<file path="config.mk">
export PLATFORM = sky130hd
export DESIGN_NAME = four_state_flop_latch_eval_flat
export DESIGN_NICKNAME = d
export VERILOG_FILES = /design/src/hdl/fsfl_pkg.sv /design/src/hdl/fsfl_stim_if.sv /design/src/hdl/fsfl_result_if.sv /design/src/hdl/four_state_flop_latch_eval.sv /design/src/hdl/fsfl_cfg_regs.sv /design/src/hdl/fsfl_next_q.sv /design/src/flat_wrapper.sv
export VERILOG_INCLUDE_DIRS = /design/src /design/src/hdl
export SDC_FILE = /design/constraint.sdc
export NUM_CORES = 1
export LEC_CHECK = 0
export ABC_AREA = 1
export ABC_CLOCK_PERIOD_IN_PS = 2600
export BUFFER_PORTS_ARGS = -buffer_cell sky130_fd_sc_hd__buf_4
export CAP_MARGIN = 10
export CORE_ASPECT_RATIO = 1.1
export CORE_MARGIN = 2
export CORE_UTILIZATION = 24
export DETAILED_ROUTE_END_ITERATION = 12
export PLACE_DENSITY = 0.6
export SYNTH_ARGS = -nofsm -noshare
export SYNTH_HDL_FRONTEND = slang
export SYNTH_SLANG_ARGS = --single-unit
</file>
<file path="constraint.sdc">
create_clock -name clk -period 2.6 [get_ports clk]
set_input_delay 0.13 -clock clk [delete_from_list [all_inputs] [get_ports clk]]
set_output_delay 0.13 -clock clk [all_outputs]
set_load 0.03 [all_outputs]
</file>
<file path="src/hdl/assert_macros.svh">
// ----------------------------------------------------------------------------
// Assertion macros
// Shared concurrent assertion forms, clocked on clk and disabled in reset.
// ----------------------------------------------------------------------------
`ifndef ASSERT_MACROS_SVH
`define ASSERT_MACROS_SVH

// same-cycle implication
`define ASSERT_NOW(label, ante, cons, msg) \
	label: assert property (@(posedge clk) disable iff (!arst_n) (ante) |-> (cons)) \
		else $error(msg);

// next-cycle implication
`define ASSERT_NEXT(label, ante, cons, msg) \
	label: assert property (@(posedge clk) disable iff (!arst_n) (ante) |=> (cons)) \
		else $error(msg);

`endif

</file>
<file path="src/hdl/fsfl_pkg.sv">
// ----------------------------------------------------------------------------
// fsfl_pkg
// Types and codes for the four-state flop/latch evaluator.
// ----------------------------------------------------------------------------
`timescale 1ns / 1ps

package fsfl_pkg;

	typedef logic [1:0] level_t;

	localparam level_t LV_ZERO  = 2'd0;
	localparam level_t LV_ONE   = 2'd1;
	localparam level_t LV_X     = 2'd2;
	localparam level_t LV_UNDEF = 2'd3;

	typedef logic [1:0] clr_mode_t;

	localparam clr_mode_t CLR_NONE     = 2'd0;
	localparam clr_mode_t CLR_ACT_LOW  = 2'd1;
	localparam clr_mode_t CLR_ACT_HIGH = 2'd2;

	localparam int unsigned ADDR_W = 5;
	localparam int unsigned DATA_W = 32;

	typedef enum logic [2:0] {
		REG_IS_FLIP_FLOP = 3'd0,
		REG_ASYNC_CLEAR  = 3'd1,
		REG_FALLING_EDGE = 3'd2,
		REG_HAS_ENABLE   = 3'd3,
		REG_CLEAR_MODE   = 3'd4,
		REG_HAS_SET      = 3'd5
	} reg_idx_t;

	typedef struct packed {
		logic      is_flip_flop;
		logic      async_clear;
		logic      falling_edge;
		logic      has_enable;
		clr_mode_t clear_mode;
		logic      has_set;
	} cfg_t;

	typedef struct packed {
		level_t data_level;
		level_t clock_level;
		level_t enable_level;
		level_t clear_level;
		level_t set_level;
	} stim_t;

endpackage

</file>
<file path="src/hdl/fsfl_stim_if.sv">
// ----------------------------------------------------------------------------
// fsfl_stim_if
// Input item channel: pin levels of one evaluation.
// ----------------------------------------------------------------------------
`timescale 1ns / 1ps

interface fsfl_stim_if;
	logic            valid;
	logic            ready;
	fsfl_pkg::level_t data_level;
	fsfl_pkg::level_t clock_level;
	fsfl_pkg::level_t enable_level;
	fsfl_pkg::level_t clear_level;
	fsfl_pkg::level_t set_level;

	modport source (
		output valid, data_level, clock_level, enable_level, clear_level, set_level,
		input  ready
	);
	modport sink (
		input  valid, data_level, clock_level, enable_level, clear_level, set_level,
		output ready
	);
endinterface

</file>
<file path="src/hdl/fsfl_result_if.sv">
// ----------------------------------------------------------------------------
// fsfl_result_if
// Result item channel: new Q level.
// ----------------------------------------------------------------------------
`timescale 1ns / 1ps

interface fsfl_result_if;
	logic             valid;
	logic             ready;
	fsfl_pkg::level_t q_level;

	modport source (
		output valid, q_level,
		input  ready
	);
	modport sink (
		input  valid, q_level,
		output ready
	);
endinterface

</file>
<file path="src/hdl/four_state_flop_latch_eval.sv">
// ----------------------------------------------------------------------------
// four_state_flop_latch_eval
// Four-state flip-flop / latch evaluator: one new Q per pin-level item.
// ----------------------------------------------------------------------------
//  channel   dir  handshake            payload
//  stim      in   valid/ready          data, clock, enable, clear, set levels
//  result    out  valid/ready          q_level
//  apb       in   psel/penable/pready  six cell configuration registers
//
//  Accept to result: input register, then result register.
//  One item per cycle sustained while result.ready stays high; the Q/last-clock
//  update is one level of logic between the input register and the result register.
//  Reset gives a flip-flop with Q undefined and last clock X.
//  A stalled result holds the result register; one more item waits in the
//  input register before stim.ready drops.
// ----------------------------------------------------------------------------
`timescale 1ns / 1ps
`include "assert_macros.svh"

module four_state_flop_latch_eval import fsfl_pkg::*; (
	input  logic              clk,
	input  logic              arst_n,
	input  logic              psel,
	input  logic              penable,
	input  logic              pwrite,
	input  logic [ADDR_W-1:0] paddr,
	input  logic [DATA_W-1:0] pwdata,
	output logic [DATA_W-1:0] prdata,
	output logic              pready,
	fsfl_stim_if.sink         stim,
	fsfl_result_if.source     result
);

	cfg_t   cfg;
	stim_t  stim_s1;
	logic   valid_s1;
	level_t q_s2;
	logic   valid_s2;
	level_t q_q;
	level_t last_clk_q;
	level_t q_next;
	level_t last_clk_next;
	logic   adv;

	fsfl_cfg_regs u_cfg (
		.clk     (clk),
		.arst_n  (arst_n),
		.psel    (psel),
		.penable (penable),
		.pwrite  (pwrite),
		.paddr   (paddr),
		.pwdata  (pwdata),
		.prdata  (prdata),
		.pready  (pready),
		.cfg     (cfg)
	);

	fsfl_next_q u_next (
		.cfg           (cfg),
		.stim          (stim_s1),
		.q_cur         (q_q),
		.last_clk      (last_clk_q),
		.q_next        (q_next),
		.last_clk_next (last_clk_next)
	);

	assign adv        = valid_s1 & (~valid_s2 | result.ready);
	assign stim.ready = ~valid_s1 | adv;

	always_ff @(posedge clk or negedge arst_n) begin
		if (!arst_n) begin
			valid_s1 <= 1'b0;
		end else if (stim.ready) begin
			valid_s1 <= stim.valid;
		end
	end

	always_ff @(posedge clk) begin
		if (stim.ready && stim.valid) begin
			stim_s1.data_level   <= stim.data_level;
			stim_s1.clock_level  <= stim.clock_level;
			stim_s1.enable_level <= stim.enable_level;
			stim_s1.clear_level  <= stim.clear_level;
			stim_s1.set_level    <= stim.set_level;
		end
	end

	always_ff @(posedge clk or negedge arst_n) begin
		if (!arst_n) begin
			valid_s2   <= 1'b0;
			q_q        <= LV_UNDEF;
			last_clk_q <= LV_X;
		end else begin
			if (adv) begin
				valid_s2   <= 1'b1;
				q_q        <= q_next;
				last_clk_q <= last_clk_next;
			end else if (result.ready) begin
				valid_s2 <= 1'b0;
			end
		end
	end

	always_ff @(posedge clk) begin
		if (adv) begin
			q_s2 <= q_next;
		end
	end

	assign result.valid   = valid_s2;
	assign result.q_level = q_s2;

	`ASSERT_NOW(a_no_undef_out, valid_s2, q_s2 != LV_UNDEF, "result Q is undefined")
	`ASSERT_NEXT(a_q_holds, !adv, $stable(q_q) && $stable(last_clk_q), "cell state moved without an item")
	`ASSERT_NEXT(a_latch_clk, adv && !cfg.is_flip_flop, $stable(last_clk_q), "latch changed last clock")
	`ASSERT_NEXT(a_stall_hold, valid_s1 && valid_s2 && !result.ready, valid_s1 && $stable(stim_s1), "waiting item lost")

endmodule

</file>
<file path="src/hdl/fsfl_cfg_regs.sv">
// ----------------------------------------------------------------------------
// fsfl_cfg_regs
// APB-style configuration registers for the cell type and its pins.
// ----------------------------------------------------------------------------
`timescale 1ns / 1ps

module fsfl_cfg_regs import fsfl_pkg::*; (
	input  logic              clk,
	input  logic              arst_n,
	input  logic              psel,
	input  logic              penable,
	input  logic              pwrite,
	input  logic [ADDR_W-1:0] paddr,
	input  logic [DATA_W-1:0] pwdata,
	output logic [DATA_W-1:0] prdata,
	output logic              pready,
	output cfg_t              cfg
);

	cfg_t     cfg_q;
	reg_idx_t idx;
	logic     wr_en;

	assign pready = 1'b1;
	assign idx    = reg_idx_t'(paddr[ADDR_W-1:2]);
	assign wr_en  = psel & penable & pwrite & pready;
	assign cfg    = cfg_q;

	always_ff @(posedge clk or negedge arst_n) begin
		if (!arst_n) begin
			cfg_q.is_flip_flop <= 1'b1;
			cfg_q.async_clear  <= 1'b0;
			cfg_q.falling_edge <= 1'b0;
			cfg_q.has_enable   <= 1'b0;
			cfg_q.clear_mode   <= CLR_NONE;
			cfg_q.has_set      <= 1'b0;
		end else if (wr_en) begin
			case (idx)
				REG_IS_FLIP_FLOP: cfg_q.is_flip_flop <= pwdata[0];
				REG_ASYNC_CLEAR:  cfg_q.async_clear  <= pwdata[0];
				REG_FALLING_EDGE: cfg_q.falling_edge <= pwdata[0];
				REG_HAS_ENABLE:   cfg_q.has_enable   <= pwdata[0];
				REG_CLEAR_MODE:   cfg_q.clear_mode   <= pwdata[1:0];
				REG_HAS_SET:      cfg_q.has_set      <= pwdata[0];
				default: ;
			endcase
		end
	end

	always_comb begin
		prdata = '0;
		case (idx)
			REG_IS_FLIP_FLOP: prdata[0]   = cfg_q.is_flip_flop;
			REG_ASYNC_CLEAR:  prdata[0]   = cfg_q.async_clear;
			REG_FALLING_EDGE: prdata[0]   = cfg_q.falling_edge;
			REG_HAS_ENABLE:   prdata[0]   = cfg_q.has_enable;
			REG_CLEAR_MODE:   prdata[1:0] = cfg_q.clear_mode;
			REG_HAS_SET:      prdata[0]   = cfg_q.has_set;
			default: ;
		endcase
	end

endmodule

</file>
<file path="src/hdl/fsfl_next_q.sv">
// ----------------------------------------------------------------------------
// fsfl_next_q
// Next-state logic of the cell: clear, set, edge detect and data capture.
// ----------------------------------------------------------------------------
`timescale 1ns / 1ps

module fsfl_next_q import fsfl_pkg::*; (
	input  cfg_t   cfg,
	input  stim_t  stim,
	input  level_t q_cur,
	input  level_t last_clk,
	output level_t q_next,
	output level_t last_clk_next
);

	typedef enum logic [1:0] {
		EFF_NONE  = 2'd0,
		EFF_FORCE = 2'd1,
		EFF_X     = 2'd2
	} effect_t;

	effect_t clr_eff;
	effect_t set_eff;
	effect_t ctl_clr;
	logic    enabled;
	logic    tick;
	level_t  cap_d;
	level_t  q_w;
	logic    written;

	always_comb begin
		case (cfg.clear_mode)
			CLR_ACT_HIGH:
				clr_eff = (stim.clear_level == LV_ONE)  ? EFF_FORCE :
				          (stim.clear_level == LV_ZERO) ? EFF_NONE : EFF_X;
			CLR_ACT_LOW:
				clr_eff = (stim.clear_level == LV_ZERO) ? EFF_FORCE :
				          (stim.clear_level == LV_ONE)  ? EFF_NONE : EFF_X;
			default: clr_eff = EFF_NONE;
		endcase
	end

	always_comb begin
		if (!cfg.has_set) begin
			set_eff = EFF_NONE;
		end else begin
			set_eff = (stim.set_level == LV_ONE)  ? EFF_FORCE :
			          (stim.set_level == LV_ZERO) ? EFF_NONE : EFF_X;
		end
	end

	assign enabled = cfg.has_enable ? (stim.enable_level == LV_ONE) : 1'b1;
	assign tick    = cfg.falling_edge ?
	                 (last_clk == LV_ONE  && stim.clock_level == LV_ZERO) :
	                 (last_clk == LV_ZERO && stim.clock_level == LV_ONE);
	assign cap_d   = (stim.data_level == LV_ZERO || stim.data_level == LV_ONE) ?
	                 stim.data_level : LV_X;
	assign ctl_clr = (cfg.is_flip_flop && cfg.async_clear) ? EFF_NONE : clr_eff;

	always_comb begin
		q_w     = q_cur;
		written = 1'b0;
		if (cfg.is_flip_flop && cfg.async_clear && clr_eff != EFF_NONE) begin
			q_w     = (clr_eff == EFF_FORCE) ? LV_ZERO : LV_X;
			written = 1'b1;
		end else if (!cfg.is_flip_flop || tick) begin
			if (ctl_clr == EFF_FORCE) begin
				q_w     = LV_ZERO;
				written = 1'b1;
			end else if (ctl_clr == EFF_X) begin
				q_w     = LV_X;
				written = 1'b1;
			end else if (set_eff == EFF_FORCE) begin
				q_w     = LV_ONE;
				written = 1'b1;
			end else if (set_eff == EFF_X) begin
				q_w     = LV_X;
				written = 1'b1;
			end else if (cfg.is_flip_flop ? enabled : (stim.clock_level == LV_ONE)) begin
				q_w     = cap_d;
				written = 1'b1;
			end
		end
	end

	assign q_next        = (!written && q_w == LV_UNDEF) ? LV_X : q_w;
	assign last_clk_next = cfg.is_flip_flop ? stim.clock_level : last_clk;

endmodule

</file>
<file path="src/flat_wrapper.sv">
// flat-port wrapper written by rule: the top's interface ports become plain ports
module four_state_flop_latch_eval_flat import fsfl_pkg::*;
  (clk, arst_n, psel, penable, pwrite, paddr, pwdata, prdata, pready, stim_valid, stim_data_level, stim_clock_level, stim_enable_level, stim_clear_level, stim_set_level, stim_ready, result_valid, result_q_level, result_ready);
  fsfl_stim_if stim_i ();
  fsfl_result_if result_i ();
  input  logic clk;
  input  logic arst_n;
  input  logic psel;
  input  logic penable;
  input  logic pwrite;
  input  logic [ADDR_W-1:0] paddr;
  input  logic [DATA_W-1:0] pwdata;
  output logic [DATA_W-1:0] prdata;
  output logic pready;
  input wire logic [$bits(stim_i.valid)-1:0] stim_valid;
  input wire logic [$bits(stim_i.data_level)-1:0] stim_data_level;
  input wire logic [$bits(stim_i.clock_level)-1:0] stim_clock_level;
  input wire logic [$bits(stim_i.enable_level)-1:0] stim_enable_level;
  input wire logic [$bits(stim_i.clear_level)-1:0] stim_clear_level;
  input wire logic [$bits(stim_i.set_level)-1:0] stim_set_level;
  output wire logic [$bits(stim_i.ready)-1:0] stim_ready;
  output wire logic [$bits(result_i.valid)-1:0] result_valid;
  output wire logic [$bits(result_i.q_level)-1:0] result_q_level;
  input wire logic [$bits(result_i.ready)-1:0] result_ready;
  assign stim_i.valid = stim_valid;
  assign stim_i.data_level = stim_data_level;
  assign stim_i.clock_level = stim_clock_level;
  assign stim_i.enable_level = stim_enable_level;
  assign stim_i.clear_level = stim_clear_level;
  assign stim_i.set_level = stim_set_level;
  assign stim_ready = stim_i.ready;
  assign result_valid = result_i.valid;
  assign result_q_level = result_i.q_level;
  assign result_i.ready = result_ready;
  four_state_flop_latch_eval u_core (.clk(clk), .arst_n(arst_n), .psel(psel), .penable(penable), .pwrite(pwrite), .paddr(paddr), .pwdata(pwdata), .prdata(prdata), .pready(pready), .stim(stim_i), .result(result_i));
endmodule
</file>
After elaboration in Yosys (flattened, before gate mapping)
Index checks and enable logic that the tools add are counted.

storage, ports and cells
  register bits = 25
  bits of input ports = 54
  word-level logic and storage cells = 100

operators by class
  equal/unequal tests = 19
  muxes and demuxes = 33
  bitwise logic cells = 7
  reductions and logical operators = 25

operator list
  kind                                                  number
  2-to-1 mux 2 bit                                      18
  equality test 2 x 1 -> 1 bit (second input constant)  10
  AND reduction 2 bit                                   7
  2-to-1 mux 1 bit                                      13
  logical NOT 2 bit                                     5
  equality test 2 bit (second input constant)           4
  equality test 3 x 2 -> 1 bit (second input constant)  2
  equality test 3 bit (second input constant)           2
  logical AND 1 bit                                     6
  case mux 1 bit (6 select lines)                       1
  case mux 2 bit (2 select lines)                       1
  nonzero test 2 bit                                    2
  AND 1 bit                                             3
  equality test 3 x 1 -> 1 bit (second input constant)  1
  logical NOT 3 bit                                     1
  logical NOT 1 bit                                     2
  logical OR 1 bit                                      2
  NOT 1 bit                                             2
  bitwise OR 1 bit                                      2

Logic depth before layout (Yosys ltp)
Gate-level depths: netlist (run 1).

  depth in word-level cells = 14
  depth in mapped cells = 14
  mapped depth without buffers = 13

Cells and area by module
Synthesis (run 1) repeated with hierarchy kept, for this count alone.

second synthesis, totals
  cell total of the unflattened synthesis = 198
  area, all modules = 1604.0 µm²

modules (own cells, without submodules)
  module                      instances  cells an instance  area each (µm²)  sequential area each (µm²)
  fsfl_cfg_regs               1          89                 643.1            176.4
  four_state_flop_latch_eval  1          39                 601.8            514.2
  fsfl_next_q                 1          70                 359.1            0.0

Least setup slack after synthesis (run 1)
OpenSTA, ideal clock, no wires.

  path type = reg2reg
  start = reg u_core.u_cfg.cfg_q, in the netlist u_core.u_cfg.cfg[1]
  end = reg u_core.q_s2[0], in the netlist u_core.result.q_level[0] (data pin)
  data arrival time = 1298 ps
  data required time = 2347 ps
  setup slack = 1050 ps
  stages on the path, launching flop included = 10
  buffers on the path = 0
  cell sequence = dfrtp_1 > inv_1 > ha_1 > nor2_1 > nand4_1 > nand2_1 > nor2_1 > nand2_1 > a21oi_4 > and2_4

on the way
  longest elaborated chain between the ends = 11

ends and longest elaborated chain
  element                                                                     RTL line                           source
  from (decl)                                                                 fsfl_cfg_regs.sv:20                cfg_t cfg_q;
  equality test 2 x 1 -> 1 bit / equality test 2 bit (equally long branches)  fsfl_next_q.sv:32                  case (cfg.clear_mode)
  case mux 2 bit (2 select lines) *                                           fsfl_next_q.sv:32
  2-to-1 mux 2 bit                                                            fsfl_next_q.sv:58                  assign ctl_clr = (cfg.is_flip_flop && cfg.async_clear) ? EFF_NONE : clr_eff;
  equality test 2 bit                                                         fsfl_next_q.sv:70                  end else if (ctl_clr == EFF_X) begin
  2-to-1 mux 2 bit / 2-to-1 mux 1 bit (equally long branches)                 fsfl_next_q.sv:70
  2-to-1 mux 2 bit / 2-to-1 mux 1 bit (equally long branches)                 fsfl_next_q.sv:67                  if (ctl_clr == EFF_FORCE) begin
  2-to-1 mux 2 bit / 2-to-1 mux 1 bit (equally long branches)                 fsfl_next_q.sv:66                  end else if (!cfg.is_flip_flop || tick) begin
  2-to-1 mux 2 bit / 2-to-1 mux 1 bit (equally long branches)                 fsfl_next_q.sv:63                  if (cfg.is_flip_flop && cfg.async_clear && clr_eff != EFF_NONE) begin
  equality test 2 bit / logical NOT 1 bit (equally long branches)             fsfl_next_q.sv:86                  assign q_next = (!written && q_w == LV_UNDEF) ? LV_X : q_w;
  logical AND 1 bit                                                           fsfl_next_q.sv:86
  2-to-1 mux 2 bit *                                                          fsfl_next_q.sv:86
  named net u_core.q_next[0]                                                  four_state_flop_latch_eval.sv:41   level_t q_next;
  to (signal assigned)                                                        four_state_flop_latch_eval.sv:106  q_s2 <= q_next;
  to (decl)                                                                   four_state_flop_latch_eval.sv:37   level_t q_s2;

Mark *: on every way through the listed nets, which the timed path passes. The rest lies on a longest branch.
A chain may end at the register's enable or synchronous reset.

Final worst setup path (run 1)
Ends and elaborated chain as after synthesis.

==> impl_metrics.yaml, run 1 <==
synth:
  synth_area_per_cell_um2: 8.46
  synth_area_um2: 1530
  syn_inst: 181
  synth-seq-cells: 25
  ys_types: 28
  ys_warn_count: 0
  ys_seq_area_share_pct: 45.1
route:
  drcViolationCount: 0
  wl_met3_um: 246
  highest_layer: "met4"
  viasPerCell: 3.84
  wirelength_met1_mm: 1.13
  drt-total-wl_mm: 2.54
  firstDrtPassIters: 5
  wl_per_cell_um: 8.77
  antenna_left: 0
  wl_met2_mm: 1.12
  vias: 1113
  drt_iter0_markers: 50
clocking:
  cts_buffer_depth: 2
  cts_num_sinks: 25
  insertion_delay_ps: 270
  cts_buffers: 3
  cts_resized: 0
  cts_tree: "built"
  path_clk_slew_ps: 90
  h-tree-depth: 1
  clock-root-buffer: "clkbuf_8"
floorplan:
  start_util_pct: 24.9
  num_rows: 30
  die_w_um: 80.2
  ios: 91
  die-area_um2: 7040
  die_h_um: 87.8
  core_area_um2: 6160
grt:
  grt_pass1_wl_mm: 4.11
  grt_overflow_total: 0
  grt_max_degree: 14
  antenna_found_initial: 0
  grt_use_total_pct: 7.62
  grt_pass1_vias: 907
sta:
  finalCritPeriodShare_pct: 65.6
  setup_tns_ps: 0
  clock.fmax_ghz: 0.587
  drv_slew: 0
  clock_skew_ps: 4.85
  rsz0062_at_grt: "no"
  hold_viol_final: 0
  hold_slack_ps: 30.2
  setup_viol: 0
  fin_crit_ps: 1700
cells_and_area:
  antenna_cells: 0
  fin_nets: 267
  drive_gt1_share_pct: 21.4
  area_delta_synth_final_pct: 14.5
  instances_no_fill: 290
  utilization_pct: 28.5
setup_path:
  path_buf_inv: 3
  critPathMostFrequentCell: "nand2_1"
  worstPathMaxFanout: 4
  critPathRequiredTime_ps: 2630
  cp_top_family: "simple AND/OR/NAND/NOR gates"
  endpoint_kind: "flop"
  r2r_start: "u_core.u_cfg.cfg[1]"
  endpoint: "u_core.result.q_level[0]"
  worstReg2RegEnd: "u_core.result.q_level[0]"
  critPathKind: "flop to flop"
  cp_cell_sequence: "inv_1 > ha_1 > inv_1 > nand2_1 > nor2_1 > inv_1 > nand2_1 > nand2_1 > nand2_1 > nand2_2 > and2_4"
  cpPeakStageDelay_ps: 360
  setup.worst_path.start: "u_core.u_cfg.cfg[1]"
  startpoint_type: "flop"
  reg2reg_depth: 11
  cp.arrival_ps: 1740
  path_depth: 11
  rrSetupSlack_ps: 900
  slowest_stage: "dfrtp_1"
placed_design:
  portBuffers: 27
  dp.cells: 285
  gp_congestion: 0.834
  dp_hpwl_mm: 2.08
power:
  vdd_ir_drop_max_v: 0.000340
  p_leak_uw: 0.000864
  powerDensity_nw_per_um2: 701
flow_run:
  maxCapViolations: 0
min_path:
  min_path_type: "primary input to flop"
status:
  status: "complete, no violations"
[sequential cells by signal, indices dropped and copies added, names as in the netlist]
name,cells
u_core.last_clk_q,2
u_core.u_cfg.cfg,7
u_core.q_q,2
u_core.stim_s1,10
u_core.valid_s1,1
u_core.result.q_level,2
u_core.result.valid,1
[kinds of logic (layout without fill, tap and decap cells)]
logic type	count (synthesis)	in the layout	synth area share, %
buffers and inverters	59	59	22.5
AO/OA/AOI/OAI	18	18	7.68
AND/OR/NAND/NOR	75	75	22.6
other	2	31	0.490
flip-flops	25	25	45.1
adder cells (fa/ha/maj)	2	2	1.63
[timing repair]
item | CTS | global route
hold endpoints to repair | 13 | 0
setup buffers | 0 | 0
hold buffers | 1 | 0
[report_power, final]
group | leakage, µW | switching, µW | internal [µW]
clock | 0.0000228 | 119 | 110
combinational | 0.000578 | 267 | 147
sequential | 0.000264 | 65.4 | 521
[placed cells by master, fill, tap and decap left out, types with 2 or more instances in the layout]
| cell | instances |
|---|---|
| dfrtp_1 | 9 |
| inv_1 | 26 |
| clkbuf_8 | 3 |
| nand2_1 | 35 |
| conb_1 | 31 |
| dfstp_2 | 4 |
| nor3_1 | 4 |
| o21ai_0 | 7 |
| buf_4 | 27 |
| a31oi_1 | 3 |
| a21oi_1 | 3 |
| nand4_1 | 5 |
| nand2_2 | 5 |
| ha_1 | 2 |
| nor2_1 | 10 |
| edfxtp_1 | 12 |
| nand3_1 | 11 |
[metal layers]
metal | vias to the layer above | track usage, %
met5 | - | 0
met4 | 0 | 2.77
met3 | 5 | 2.47
met2 | 53 | 11.3
met1 | 475 | 10.4
li1 | 580 | -
[Yosys cell counts (all sizes together)]
cell type   n  area (µm²)
nand2      40         163
buf        32         244
inv        27         101
edfxtp     12         360
nand3      12        65.1
nor2       11        43.8
dfrtp       9         225
o21ai       8        43.8
nand4       5        31.3
a21oi       4        31.3
dfstp       4         105
nor3        4        20.0
a31oi       3        18.8
conb        2        7.51
ha          2        25.0
a221oi      1        8.76
a41oi       1        8.76
and2        1        8.76
nand3b      1        7.51
o22ai       1        6.26
or2         1        6.26
[per-stage QoR]
| stage | setup WS [ps] | instance area, µm² | total power [µW] |
|---|---|---|---|
| 5_1_grt | 801 | 1750 | 1330 |
| 3_5_place_dp | 932 | 1700 | 1010 |
| 3_3_place_gp | 934 | 1700 | 1000 |
| 6_report | 895 | 1750 | 1230 |
| 4_1_cts | 911 | 1750 | 1240 |
| 2_1_floorplan | 1050 | 1640 | 937 |
[how the worst min path moves through the flow]
stage	startpoint	to	slack (ps)	depth (start not counted)
after floorplan	arst_n	u_core.last_clk_q[0]	-170	0
after global placement	arst_n	u_core.u_cfg.cfg[1]	-20	1
after detailed placement	arst_n	u_core.u_cfg.cfg[2]	-20	1
after CTS	stim_set_level[0]	u_core.stim_s1[0]	20	1
after global routing	stim_data_level[1]	u_core.stim_s1[9]	10	1
final	stim_set_level[0]	u_core.stim_s1[0]	30	1
[area by class of cell]
| cell class | count | area [µm²] |
|---|---|---|
| clock buffers | 4 | 45.0 |
| well taps | 80 | 100 |
| inverters | 27 | 101 |
| multi-input cells | 126 | 604 |
| fillers | 686 | 4400 |
| repair buffers | 28 | 213 |
| flip-flops and latches | 25 | 691 |
Note: power is estimated with default switching activity, not from simulation.
==> inputs of run 2 (changes only) <==
Settings changed: ABC_CLOCK_PERIOD_IN_PS 2600 to 1700.
Clock period 2.6 ns to 1.7 ns, I/O delays scaled along.
==> impl_metrics.yaml, run 2 (same netlist as run 1, synthesis figures left out) <==
cells_and_area:
  utilization_pct: 31.5
  fin_nets: 283
  area_delta_synth_final_pct: 26.6
  largest-register: "u_core.stim_s1"
  final_cell_mix: "34 x nand2_1, 32 x buf_4, 31 x conb_1"
  drive_gt1_share_pct: 25.7
  final_common_cell: "nand2_1"
  largest_register_ffs: 10
  design_area_um2: 1940
  antenna_cells: 0
clocking:
  cts_buffer_depth: 2
  clock-root-buffer: "clkbuf_8"
  h-tree-depth: 1
  cts_buffers: 3
  path_clk_slew_ps: 90
  insertion_delay_ps: 280
  cts_tree: "built"
  cts_num_sinks: 25
floorplan:
  core_area_um2: 6160
  num_rows: 30
  die_w_um: 80.2
  start_util_pct: 24.9
  die-area_um2: 7040
  ios: 91
  die_h_um: 87.8
route:
  wirelength_met1_mm: 1.22
  wl_met3_um: 191
  viasPerCell: 3.91
  wl_per_cell_um: 8.95
  drt_iter0_markers: 55
  firstDrtPassIters: 4
  drt-total-wl_mm: 2.74
  highest_layer: "met4"
  antenna_left: 0
  wl_met2_mm: 1.31
  drcViolationCount: 0
  vias: 1196
setup_path:
  worstPathMaxFanout: 4
  r2r_start: "u_core.u_cfg.cfg[2]"
  critPathRequiredTime_ps: 1740
  cp.arrival_ps: 1690
  reg2reg_depth: 10
  startpoint_type: "flop"
  worstReg2RegEnd: "u_core.result.q_level[0]"
  endpoint_kind: "flop"
  setup.worst_path.start: "u_core.u_cfg.cfg[2]"
  rrSetupSlack_ps: 40
  critPathKind: "flop to flop"
placed_design:
  portBuffers: 27
  dp_hpwl_mm: 2.19
  post_dp_cell_area_um2: 1710
  dp_slack_ps: 26.6
  gp_congestion: 0.844
min_path:
  hold_path_depth: 3
  worstHoldStart: "stim_valid"
  hold_end: "u_core.valid_s1"
  min_path_type: "primary input to flop"
sta:
  hold_slack_ps: 26.7
  rsz0062_at_grt: "yes"
  setup_ws_ps: 42.5
  clock.fmax_ghz: 0.603
  drv_slew: 0
  hold_viol_final: 0
  fin_crit_ps: 1660
  finalCritPeriodShare_pct: 97.5
  setup_viol: 0
  clock_skew_ps: 7.83
grt:
  grt_use_total_pct: 7.83
  grt_max_degree: 17
  antenna_found_initial: 0
  grt_overflow_total: 0
  grt_pass1_vias: 1047
  grt_pass1_wl_mm: 4.40
status:
  status: "complete, no violations"
power:
  powerDensity_nw_per_um2: 1040
  vdd_ir_drop_max_v: 0.000447
  p_leak_uw: 0.000936
flow_run:
  maxCapViolations: 0
## run 2: worst max path at each step
| stage | endpoint | cells after the start |
|---|---|---|
| finish | u_core.result.q_level[0] | 10 |
| global route | u_core.result.q_level[0] | 10 |
| CTS | u_core.result.q_level[0] | 11 |
| detailed placement | u_core.result.q_level[0] | 11 |
| global placement | u_core.result.q_level[0] | 11 |
| floorplan | u_core.result.q_level[0] | 9 |
## run 2: critical path, cell delays in order, from the launching register on
cell     delay [ps]
dfrtp_1         420
inv_2            70
ha_4            150
or2_1           240
nand4_1          80
nand2_1          70
inv_1            50
nand2_1          50
nand2_1          60
nand2_2          80
and2_4          140
## run 2: routing by layer
layer	vias up	GRT usage, %
li1	610	-
met1	527	10.3
met2	55	12.9
met3	4	2.16
met4	0	1.85
met5	-	0
## run 2: report_power, final
part           internal (µW)  switching (µW)  leakage (µW)
logic                    299             443      0.000646
registers                797             104      0.000264
clock network            172             201     0.0000261
## run 2: through the flow
stage	power (µW)	cells	setup TNS, ps
3_5_place_dp	1560	287	0
2_1_floorplan	1430	210	0
6_report	2020	306	0
4_1_cts	1970	303	0
3_3_place_gp	1550	287	0
5_1_grt	2170	306	-77.5
## run 2: timing repair
action,CTS,global route
resized for setup,0,8
buffers inserted,0,3
pin swaps,2,5
hold buffers,12,0
endpoints found under the setup margin,1,3
endpoints found under the hold margin,24,0
## run 2: layout make-up
type | count | area [µm²]
clock buffer | 3 | 41.3
fill | 661 | 4220
tap | 80 | 100
sequential | 25 | 691
clock inverter | 1 | 8.76
multi-input combinational | 126 | 637
timing repair buffer | 44 | 360
inverter | 27 | 101
